==> config.mk <==
export PLATFORM = sky130hd
export DESIGN_NAME = murmur3_word_stream_hash
export DESIGN_NICKNAME = d
export VERILOG_FILES = /design/src/sv/m3wsh_pkg.sv /design/src/sv/m3wsh_front.sv /design/src/sv/m3wsh_queue.sv /design/src/sv/m3wsh_back.sv /design/src/sv/murmur3_word_stream_hash.sv
export SDC_FILE = /design/constraint.sdc
export NUM_CORES = 2
export LEC_CHECK = 0
export BUFFER_PORTS_ARGS = -buffer_cell sky130_fd_sc_hd__buf_2
export CAP_MARGIN = 20
export CORE_MARGIN = 3
export CORE_UTILIZATION = 61
export CTS_CLUSTER_DIAMETER = 40
export CTS_CLUSTER_SIZE = 14
export DETAILED_ROUTE_END_ITERATION = 7
export PLACE_DENSITY = 0.83
export SLEW_MARGIN = 20
export SYNTH_ARGS = -nofsm -noshare
export SYNTH_HDL_FRONTEND = slang
export SYNTH_SLANG_ARGS = --single-unit
export TNS_END_PERCENT = 1
==> constraint.sdc <==
create_clock -name clk -period 20.4 [get_ports clk]
set_clock_uncertainty 0.2 [all_clocks]
set_input_delay 4.08 -clock clk [delete_from_list [all_inputs] [get_ports clk]]
set_output_delay 4.08 -clock clk [all_outputs]
set_load 0.05 [all_outputs]
==> src/sv/m3wsh_pkg.sv <==
package m3wsh_pkg;

	localparam int WORD_W = 32;
	localparam int LEN_W  = 13;
	localparam int OUT_W  = 16;

	localparam logic [WORD_W-1:0] SEED_RESET = 32'd506832829;
	localparam logic [WORD_W-1:0] MIX_C1     = 32'hcc9e2d51;
	localparam logic [WORD_W-1:0] MIX_C2     = 32'h1b873593;
	localparam logic [WORD_W-1:0] MIX_ADD    = 32'he6546b64;
	localparam logic [WORD_W-1:0] FIN_C1     = 32'h85ebca6b;
	localparam logic [WORD_W-1:0] FIN_C2     = 32'hc2b2ae35;

	localparam int BUCKET_BITS_DEF = 16;
	localparam int QUEUE_DEPTH_DEF = 4;

	// one classified request between front and back
	typedef struct packed {
		logic [WORD_W-1:0] k;       // premixed word
		logic              present;
		logic              last;
		logic [LEN_W-1:0]  len;
	} q_entry_t;

	function automatic logic [WORD_W-1:0] rotl15(input logic [WORD_W-1:0] v);
		return {v[16:0], v[31:17]};
	endfunction

	function automatic logic [WORD_W-1:0] rotl13(input logic [WORD_W-1:0] v);
		return {v[18:0], v[31:19]};
	endfunction

endpackage

==> src/sv/m3wsh_front.sv <==
module m3wsh_front
	import m3wsh_pkg::*;
(
	input  logic              clk,
	input  logic              arst_n,
	input  logic              in_valid,
	output logic              in_ready,
	input  logic [WORD_W-1:0] in_word,
	input  logic              in_present,
	input  logic              in_last,
	input  logic [LEN_W-1:0]  in_len,
	output logic              push,
	output q_entry_t          push_data,
	input  logic              q_full
);

	logic              v_s1;
	logic [WORD_W-1:0] p_s1;
	logic              present_s1;
	logic              last_s1;
	logic [LEN_W-1:0]  len_s1;
	logic              v_s2;
	q_entry_t          ent_s2;
	logic              en1;
	logic              en2;
	logic              keep;

	assign en2      = !v_s2 || !q_full;
	assign en1      = !v_s1 || en2;
	assign in_ready = en1;
	assign push     = v_s2 && !q_full;
	assign push_data = ent_s2;
	// no word and not last: nothing to do, drop it here
	assign keep     = in_present || in_last;

	always_ff @(posedge clk or negedge arst_n) begin
		if (!arst_n) begin
			v_s1 <= 1'b0;
			v_s2 <= 1'b0;
		end else begin
			if (en1) begin
				v_s1 <= in_valid && keep;
			end
			if (en2) begin
				v_s2 <= v_s1;
			end
		end
	end

	always_ff @(posedge clk) begin
		if (en1 && in_valid) begin
			p_s1       <= in_word * MIX_C1;
			present_s1 <= in_present;
			last_s1    <= in_last;
			len_s1     <= in_len;
		end
		if (en2 && v_s1) begin
			ent_s2.k       <= rotl15(p_s1) * MIX_C2;
			ent_s2.present <= present_s1;
			ent_s2.last    <= last_s1;
			ent_s2.len     <= len_s1;
		end
	end

endmodule

==> src/sv/m3wsh_queue.sv <==
module m3wsh_queue
	import m3wsh_pkg::*;
#(
	parameter int DEPTH = QUEUE_DEPTH_DEF
) (
	input  logic     clk,
	input  logic     arst_n,
	input  logic     push,
	input  q_entry_t push_data,
	output logic     full,
	input  logic     pop,
	output q_entry_t head,
	output logic     empty
);

	localparam int PTR_W = $clog2(DEPTH);
	localparam int CNT_W = $clog2(DEPTH + 1);

	q_entry_t         mem [DEPTH];
	logic [PTR_W-1:0] wr_ptr_q;
	logic [PTR_W-1:0] rd_ptr_q;
	logic [CNT_W-1:0] count_q;

	assign full  = (count_q == CNT_W'(DEPTH));
	assign empty = (count_q == '0);
	assign head  = mem[rd_ptr_q];

	always_ff @(posedge clk or negedge arst_n) begin
		if (!arst_n) begin
			wr_ptr_q <= '0;
			rd_ptr_q <= '0;
			count_q  <= '0;
		end else begin
			if (push) begin
				wr_ptr_q <= (wr_ptr_q == PTR_W'(DEPTH - 1)) ? '0 : wr_ptr_q + 1'b1;
			end
			if (pop) begin
				rd_ptr_q <= (rd_ptr_q == PTR_W'(DEPTH - 1)) ? '0 : rd_ptr_q + 1'b1;
			end
			if (push && !pop) begin
				count_q <= count_q + 1'b1;
			end else if (pop && !push) begin
				count_q <= count_q - 1'b1;
			end
		end
	end

	always_ff @(posedge clk) begin
		if (push) begin
			mem[wr_ptr_q] <= push_data;
		end
	end

	a_no_overfill: assert property (@(posedge clk) disable iff (!arst_n)
		count_q <= CNT_W'(DEPTH))
		else $error("queue count beyond depth");
	a_push_room: assert property (@(posedge clk) disable iff (!arst_n)
		push |-> !full)
		else $error("push into full queue");
	a_pop_data: assert property (@(posedge clk) disable iff (!arst_n)
		pop |-> !empty)
		else $error("pop from empty queue");

endmodule

==> src/sv/m3wsh_back.sv <==
module m3wsh_back
	import m3wsh_pkg::*;
#(
	parameter int BUCKET_BITS = BUCKET_BITS_DEF
) (
	input  logic              clk,
	input  logic              arst_n,
	input  logic              cfg_we,
	input  logic [WORD_W-1:0] cfg_wdata,
	input  q_entry_t          head,
	input  logic              q_empty,
	output logic              pop,
	output logic              out_valid,
	input  logic              out_ready,
	output logic [WORD_W-1:0] out_hash,
	output logic [OUT_W-1:0]  out_bucket
);

	localparam logic [WORD_W-1:0] BUCKET_MASK = WORD_W'((64'd1 << BUCKET_BITS) - 64'd1);

	logic [WORD_W-1:0] seed_q;
	logic [WORD_W-1:0] run_q;
	logic              in_buf_q;
	logic [WORD_W-1:0] h_cur;
	logic [WORD_W-1:0] h_rot;
	logic [WORD_W-1:0] h_new;
	logic [WORD_W-1:0] fa;
	logic              v_f1;
	logic              v_f2;
	logic              v_f3;
	logic [WORD_W-1:0] a_f1;
	logic [WORD_W-1:0] p_f2;
	logic [WORD_W-1:0] p_f3;
	logic [WORD_W-1:0] b_f2;
	logic              rdy1;
	logic              rdy2;
	logic              rdy3;
	logic              out_free;
	logic              out_v_q;
	logic [WORD_W-1:0] hash_q;

	assign out_free = !out_v_q || out_ready;
	assign rdy3     = !v_f3 || out_free;
	assign rdy2     = !v_f2 || rdy3;
	assign rdy1     = !v_f1 || rdy2;
	assign pop      = !q_empty && (!head.last || rdy1);

	assign h_cur = in_buf_q ? run_q : seed_q;
	assign h_rot = rotl13(h_cur ^ head.k);
	// times five as shift plus add
	assign h_new = head.present ? ({h_rot[WORD_W-3:0], 2'b00} + h_rot + MIX_ADD) : h_cur;
	assign fa    = h_new ^ WORD_W'(head.len);
	assign b_f2  = p_f2 ^ (p_f2 >> 13);

	always_ff @(posedge clk or negedge arst_n) begin
		if (!arst_n) begin
			seed_q   <= SEED_RESET;
			in_buf_q <= 1'b0;
			v_f1     <= 1'b0;
			v_f2     <= 1'b0;
			v_f3     <= 1'b0;
			out_v_q  <= 1'b0;
		end else begin
			if (cfg_we) begin
				seed_q <= cfg_wdata;
			end
			if (pop) begin
				if (head.last) begin
					in_buf_q <= 1'b0;
				end else if (head.present) begin
					in_buf_q <= 1'b1;
				end
			end
			if (rdy1) begin
				v_f1 <= pop && head.last;
			end
			if (rdy2) begin
				v_f2 <= v_f1;
			end
			if (rdy3) begin
				v_f3 <= v_f2;
			end
			if (out_free) begin
				out_v_q <= v_f3;
			end
		end
	end

	always_ff @(posedge clk) begin
		if (pop && !head.last && head.present) begin
			run_q <= h_new;
		end
		if (rdy1 && pop && head.last) begin
			a_f1 <= fa ^ (fa >> 16);
		end
		if (rdy2 && v_f1) begin
			p_f2 <= a_f1 * FIN_C1;
		end
		if (rdy3 && v_f2) begin
			p_f3 <= b_f2 * FIN_C2;
		end
		if (out_free && v_f3) begin
			hash_q <= p_f3 ^ (p_f3 >> 16);
		end
	end

	assign out_valid  = out_v_q;
	assign out_hash   = hash_q;
	assign out_bucket = OUT_W'(hash_q & BUCKET_MASK);

	a_out_hold: assert property (@(posedge clk) disable iff (!arst_n)
		(out_v_q && !out_ready) |=> (out_v_q && $stable(hash_q)))
		else $error("result changed while stalled");
	a_last_room: assert property (@(posedge clk) disable iff (!arst_n)
		(pop && head.last) |-> rdy1)
		else $error("finalize issued into busy stage");
	a_buf_clear: assert property (@(posedge clk) disable iff (!arst_n)
		(pop && head.last) |=> !in_buf_q)
		else $error("buffer state not cleared after last");

endmodule

==> src/sv/murmur3_word_stream_hash.sv <==
// Streaming MurmurHash3-32 over a buffer delivered as 32-bit little-endian
// words. Each input request carries one word (tuser = 1) or none (tuser = 0);
// tlast marks the end of a buffer and then tdata also carries the buffer
// length in bytes. Words are mixed into a running hash that starts from the
// seed register; on the last request the length is xored in, the fmix32
// finalizer runs and one result (hash plus low BUCKET_BITS bits as a bucket
// index) is sent. Only last requests produce results. Tail bytes beyond whole
// words are not hashed, only counted via the length. Throughput is one input
// request per cycle sustained while results are taken: the front premixes each
// word in a two-stage multiply pipeline, the back updates the running hash
// register as each word is popped (rotate, shift-add, add), and finalization
// is a separate pipeline with the two fmix multiplies in separate stages. With
// an empty queue the last request passes, after the edge that accepted it,
// through the second front stage, the queue write, three finalize stages and
// the output register before the result is valid. The seed is picked up when
// the back starts a buffer, so rewrite it only while no request is in flight;
// a buffer already under way keeps the seed it started with.
module murmur3_word_stream_hash
	import m3wsh_pkg::*;
#(
	parameter int BUCKET_BITS = BUCKET_BITS_DEF,  // 1..16
	parameter int QUEUE_DEPTH = QUEUE_DEPTH_DEF   // front-to-back queue, >= 2
) (
	input  logic              clk,
	input  logic              arst_n,
	// seed register write
	input  logic              cfg_we,
	input  logic [WORD_W-1:0] cfg_wdata,
	// input requests
	input  logic              s_axis_tvalid,
	output logic              s_axis_tready,
	input  logic [47:0]       s_axis_tdata,  // [31:0] data_word, [44:32] total_bytes
	input  logic              s_axis_tlast,  // is_last
	input  logic              s_axis_tuser,  // word_present
	// results
	output logic              m_axis_tvalid,
	input  logic              m_axis_tready,
	output logic [47:0]       m_axis_tdata   // [31:0] hash_value, [47:32] bucket_index
);

	q_entry_t          push_data;
	q_entry_t          head;
	logic              push;
	logic              pop;
	logic              q_full;
	logic              q_empty;
	logic [WORD_W-1:0] out_hash;
	logic [OUT_W-1:0]  out_bucket;

	// front: accept, drop empty requests, premix the word
	m3wsh_front u_front (
		.clk        (clk),
		.arst_n     (arst_n),
		.in_valid   (s_axis_tvalid),
		.in_ready   (s_axis_tready),
		.in_word    (s_axis_tdata[31:0]),
		.in_present (s_axis_tuser),
		.in_last    (s_axis_tlast),
		.in_len     (s_axis_tdata[44:32]),
		.push       (push),
		.push_data  (push_data),
		.q_full     (q_full)
	);

	// decouples front stalls from back stalls
	m3wsh_queue #(
		.DEPTH (QUEUE_DEPTH)
	) u_queue (
		.clk       (clk),
		.arst_n    (arst_n),
		.push      (push),
		.push_data (push_data),
		.full      (q_full),
		.pop       (pop),
		.head      (head),
		.empty     (q_empty)
	);

	// back: running hash, finalizer, output register
	m3wsh_back #(
		.BUCKET_BITS (BUCKET_BITS)
	) u_back (
		.clk        (clk),
		.arst_n     (arst_n),
		.cfg_we     (cfg_we),
		.cfg_wdata  (cfg_wdata),
		.head       (head),
		.q_empty    (q_empty),
		.pop        (pop),
		.out_valid  (m_axis_tvalid),
		.out_ready  (m_axis_tready),
		.out_hash   (out_hash),
		.out_bucket (out_bucket)
	);

	assign m_axis_tdata = {out_bucket, out_hash};

endmodule

# Yosys cells after proc, flatten, opt, wreduce, memory -nomap -nowiden
# Memories as Yosys holds them, arrays and structs flattened.
# Cells that the tools add are included.
# word_totals
ramBits	188
in_bits	87
memories	1
out_inout_bits	50
elab_cells	91
register_bits	300
# op_classes
eq_ne	3
n_mux	10
bitwise	5
n_mul	4
n_addsub	6
n_reduce_logical	38
# mem_list
memory	depth	word_bits	read_ports	rd_ports_with_merged_regs	write_ports	line	source
u_queue.mem	4	47	1	0	1	m3wsh_queue.sv:19	q_entry_t mem [DEPTH];
# ops
operator	count
32-bit by 31-bit multiplier with 32-bit output, second input constant	2
32-bit 2-to-1 mux	2
32-bit by 16-bit bitwise XOR with 32-bit output	2
32-bit adder	1
32-bit adder, second input constant	1
32-bit by 29-bit multiplier with 32-bit output, second input constant	1
32-bit by 32-bit multiplier with 32-bit output, second input constant	1
32-bit by 13-bit bitwise XOR with 32-bit output	1
32-bit by 19-bit bitwise XOR with 32-bit output	1
32-bit bitwise XOR	1
1-bit logical AND	15
1-bit logical NOT	11
1-bit logical OR	8
3-bit 2-to-1 mux	2
2-bit by 1-bit adder with 2-bit output, second input constant	2
2-bit equality test, second input constant	2
1-bit 2-to-1 mux	4
2-bit 2-to-1 mux	2
2-bit nonzero test	2
3-bit by 1-bit adder with 3-bit output, second input constant	1
3-bit equality test, second input constant	1
3-bit logical NOT	1
3-bit by 1-bit subtractor with 3-bit output, second input constant	1
2-bit AND reduction	1

# Logic depth before layout (Yosys ltp)
# depth
depth_word	10
depth_mapped	26
mapped_depth_nobuf	25

# Cells and area by module
# From an unflattened synthesis, not the netlist that was laid out.
# hier_totals
hier_cells	4581
hier_area_um2	53865.4
# by_module_without_submodules
module	n_inst	cells_each	seq_area_each_um2	area_per_inst_um2
m3wsh_back	1	2526	5754.3	27488.9
m3wsh_front	1	1772	2872.8	19157.1
m3wsh_queue	1	283	5820.6	7219.4

# Least setup slack after synthesis
# OpenSTA, ideal clock, no wires.
# synth_path
path_kind	in2reg
start	input s_axis_tdata[13]
end	register u_front.p_s1[31], data pin
setup_ps	260
required_ps	19940
path_slack_ps	10535
t_arrival_ps	9405
path_buffers	0
stages	19
path_cell_list	ha_1 inv_1 fa_1 fa_1 fa_1 fa_1 fa_1 inv_1 fa_1 ha_1 ha_1 a21o_1 a21o_1 a21oi_1 o21ai_0 a31o_2 a21oi_1 o21ai_0 xnor2_1
# synth_via
elab_chain_cells	1
# synth_lines
item	line	source
start, declared	murmur3_word_stream_hash.sv:32	input logic [47:0] s_axis_tdata,
32-bit by 31-bit multiplier with 32-bit output	m3wsh_front.sv:52	p_s1 <= in_word * MIX_C1;
end signal, assigned	m3wsh_front.sv:52	
end, declared	m3wsh_front.sv:18	logic [WORD_W-1:0] p_s1;
# Every way passes these cells.
# A chain may end at the register's enable or synchronous reset.

# Worst setup path in the final report
# layout_path
start	input s_axis_tdata[9]
end	register u_front.p_s1[31], data pin
# Same word-level chain as after synthesis.

==> reports/qor.json <==
{
  "run_status": {"value": "finished, final reports clean"},
  "min-delay-path-class": {"value": "register to register"},
  "syn_avg_cell_area": {"value": 11.7, "unit": "um^2"},
  "htree_levels": {"value": 3},
  "post_cts_resized": {"value": 0},
  "grt_start_max_net_pins": {"value": 50},
  "synth.yosys.seq_area_share": {"value": 27.0, "unit": "%"},
  "async_flop_share": {"value": 9.43, "unit": "%"},
  "critical_path.most_common_cell": {"value": "sky130_fd_sc_hd__fa_1"},
  "postRouteWirelength": {"value": 124000, "unit": "um"},
  "synth_top_family_by_area": {"value": "adder cells"},
  "worst-endpoint-arrival": {"value": 10.32, "unit": "ns"},
  "synth.ff_latch_count": {"value": 488},
  "detail_route.vias_per_cell": {"value": 5.51},
  "setup-violations-final": {"value": 0},
  "fmax": {"value": 98.5, "unit": "MHz"},
  "placement_rows": {"value": 108},
  "tightestPinTransition": {"value": 0.858, "unit": "ns"},
  "synth_compound_gate_area_share": {"value": 5.05, "unit": "%"},
  "ios": {"value": 137},
  "first_iter_violations": {"value": 2241},
  "globalRouteOverflowTotal": {"value": 0},
  "rsz0062_at_grt": {"value": "false"},
  "critical_path_cell_list": {"value": "buf_2, inv_1, ha_1, inv_1, fa_1, fa_1, inv_1, fa_1, fa_1, inv_1, fa_1, fa_1, ha_1, ha_1, a21o_1, a21o_1, a21oi_1, o211ai_1, a31o_2, a21oi_1, o21ai_0, xnor2_1"},
  "setup.worst_path.class": {"value": "input port to register"},
  "layout_commonest_cell": {"value": "sky130_fd_sc_hd__inv_1"},
  "synth_fp_nets": {"value": 6197},
  "synthSimpleGateAreaFrac": {"value": 2.62, "unit": "%"},
  "place_hpwl": {"value": 102000, "unit": "um"},
  "synth_fa_ha_area_share": {"value": 46.5, "unit": "%"},
  "cts_post_setup_buffers_inserted": {"value": 0},
  "timing.critical_path.fanout_max": {"value": 7},
  "synth.yosys.warnings": {"value": 0},
  "synth_edf_count": {"value": 442},
  "core_footprint": {"value": 0.0869, "unit": "mm^2"},
  "multiInputGateArea": {"value": 0.0339, "unit": "mm^2"},
  "drive_above_1_share": {"value": 8.42, "unit": "%"},
  "port_buffers": {"value": 133},
  "area.growth.synth_to_final": {"value": 8.18, "unit": "%"},
  "dr_total_vias": {"value": 32741},
  "initial_core_util": {"value": 61.6, "unit": "%"},
  "avgRoutedWirePerCell": {"value": 20.9, "unit": "um"},
  "mapped_cells": {"value": 4560},
  "setup_tns": {"value": 0, "unit": "ns"},
  "timing.critical_path.slowest_stage_cell": {"value": "sky130_fd_sc_hd__fa_1"},
  "final_period_utilization": {"value": 49.8, "unit": "%"},
  "ff_latch_area": {"value": 0.0145, "unit": "mm^2"},
  "synth.cell_area": {"value": 0.0535, "unit": "mm^2"},
  "max-clock-path-buffers": {"value": 3},
  "clock_tree.root_cell": {"value": "sky130_fd_sc_hd__clkbuf_16"},
  "clk_pin_slew": {"value": 0.06, "unit": "ns"},
  "fill_cells": {"value": 6245},
  "synth.mux.area_fraction": {"value": 3.52, "unit": "%"},
  "layout_common_cells": {"value": "sky130_fd_sc_hd__inv_1 (1,329), sky130_fd_sc_hd__ha_1 (817), sky130_fd_sc_hd__fa_1 (733)"},
  "critPathMaxStageDelay": {"value": 0.55, "unit": "ns"},
  "cts.sinks": {"value": 488},
  "die_y": {"value": 302, "unit": "um"},
  "fp.dieArea": {"value": 0.0913, "unit": "mm^2"},
  "grt_pass1_wl": {"value": 197000, "unit": "um"},
  "x_dimension_of_the_die": {"value": 302, "unit": "um"},
  "fin_nets": {"value": 6372},
  "max_slew_margin": {"value": 42.8, "unit": "%"},
  "firstDrtPassIters": {"value": 8},
  "endpoint_kind": {"value": "register"},
  "maxSlewViolCount": {"value": 0},
  "drc": {"value": 0},
  "dpl_worst_slack": {"value": 9.69, "unit": "ns"},
  "final-hold-violation-count": {"value": 0},
  "global_placement_routability_congestion": {"value": 0.964},
  "clkLatencyLatePin": {"value": 0.64, "unit": "ns"},
  "drtAntennaViolNets": {"value": 0},
  "number_of_antenna_violations_at_the_first_check_in_global_routing": {"value": 4},
  "timing.final.ws_setup": {"value": 10.24, "unit": "ns"},
  "grt.total_usage": {"value": 28.4, "unit": "%"},
  "maxCapViolations": {"value": 0},
  "cts_bufs_inserted": {"value": 66},
  "post_synth_xor_xnor_area": {"value": 5.52, "unit": "%"},
  "crit_path_start_kind": {"value": "input port"},
  "cts_tree": {"value": "built"},
  "hold_buffers": {"value": 0},
  "count_of_distinct_cell_types_in_the_synthesized_netlist": {"value": 82},
  "first_global_vias": {"value": 35612},
  "finalWorstPathRequiredPeriod": {"value": 10.16, "unit": "ns"},
  "postSynth.topFlopCell": {"value": "sky130_fd_sc_hd__edfxtp_1"},
  "crit_required": {"value": 20.56, "unit": "ns"}
}
flip-flops by register name, indices dropped and copies added (netlist names), 32 cells and up:
signal             flops
u_back.run_q          32
u_back.seed_q         32
u_back.a_f1           32
u_front.p_s1          32
u_back.p_f2           32
u_front.push_data     47
u_queue.mem          188
u_back.out_hash       32
u_back.p_f3           32
synth_stat cells (19+ instances only):
cell                          n  area (um^2)
sky130_fd_sc_hd__a211oi_1    20          150
sky130_fd_sc_hd__a21o_1      63          473
sky130_fd_sc_hd__a21oi_1    112          561
sky130_fd_sc_hd__dfrtp_1     27          676
sky130_fd_sc_hd__dfstp_2     19          499
sky130_fd_sc_hd__edfxtp_1   442        13300
sky130_fd_sc_hd__fa_1       733        14700
sky130_fd_sc_hd__ha_1       817        10200
sky130_fd_sc_hd__inv_1     1329         4990
sky130_fd_sc_hd__mux2_2      39          439
sky130_fd_sc_hd__mux2i_1     41          410
sky130_fd_sc_hd__mux4_2      46         1040
sky130_fd_sc_hd__nand2_1     52          195
sky130_fd_sc_hd__nor2_1      89          334
sky130_fd_sc_hd__nor3_1      32          160
sky130_fd_sc_hd__o21a_1      27          203
sky130_fd_sc_hd__o21ai_0     56          280
sky130_fd_sc_hd__xnor2_1    253         2220
sky130_fd_sc_hd__xor2_1      82          718
final cells by class:
type                    count  share of cell area [%]
inverters                1329                    8.61
well taps                1155                    2.50
clock buffers              78                    3.00
diodes                      1                 0.00432
multi-input cells        2695                    58.5
flip-flops and latches    488                    25.0
repair buffers            155                    1.43
clock inverters            40                   0.974
kinds of logic (layout without fill, tap and decap cells):
| kind of cell | after synthesis | after routing |
|---|---|---|
| AO/OA/AOI/OAI | 397 | 397 |
| XOR/XNOR | 336 | 336 |
| adder cells (fa/ha/maj) | 1550 | 1550 |
| buffers and inverters | 1377 | 1602 |
| flip-flops | 488 | 488 |
| multiplexers | 126 | 126 |
| other | 0 | 1 |
| AND/OR/NAND/NOR | 286 | 286 |
worst paths after layout:
path / startpoint / slack (ns) / endpoint / cells past startpoint
setup / recovery: s_axis_tdata[9] / 10.24 / u_front.p_s1[31] / 22
hold / removal: u_front.len_s1[4] / 0.22 / u_front.push_data[4] / 0
setup reg to reg: u_back.p_f2[20] / 12.26 / u_back.p_f3[31] / 23
hold reg to reg: u_front.len_s1[4] / 0.22 / u_front.push_data[4] / 0
max in group asynchronous: arst_n / 16.08 / u_queue.rd_ptr_q[0] / 2
min in group asynchronous: arst_n / 3.40 / u_back.seed_q[29] / 2
metal layers:
layer | track usage, % | routed length [um] | part of all wire (%) | up-vias
met2 | 48.5 | 62000 | 50 | 1044
met3 | 5.00 | 7960 | 6.4 | 246
met5 | 0 | 30 | 0.024 | -
met4 | 10.0 | 4660 | 3.8 | 4
met1 | 36.6 | 49300 | 40 | 16482
li1 | - | - | - | 14965
through the flow:
| step | cell area (um^2) | std cells | utilization [%] | hold WS [ns] |
|---|---|---|---|---|
| floorplan | 53500 | 4560 | - | 0.200 |
| global placement | 55600 | 5822 | 64.0 | 0.207 |
| detailed placement | 55600 | 5822 | 64.0 | 0.207 |
| CTS | 57900 | 5940 | 66.6 | 0.223 |
| global route | 57900 | 5941 | 66.6 | 0.230 |
| finish | 57900 | 5941 | 66.6 | 0.221 |
worst max-delay path: cells and delay by family:
family / cells / cell delay [ns]
buffers and inverters: 5 / 0.58
adders and majority gates: 9 / 3.77
AOI/OAI and AO/OA: 7 / 1.74
xor gates and xnor gates: 1 / 0.14
Power is not shown: default switching activity piles up to over one toggle a cycle in this logic, so the estimate is an artifact.
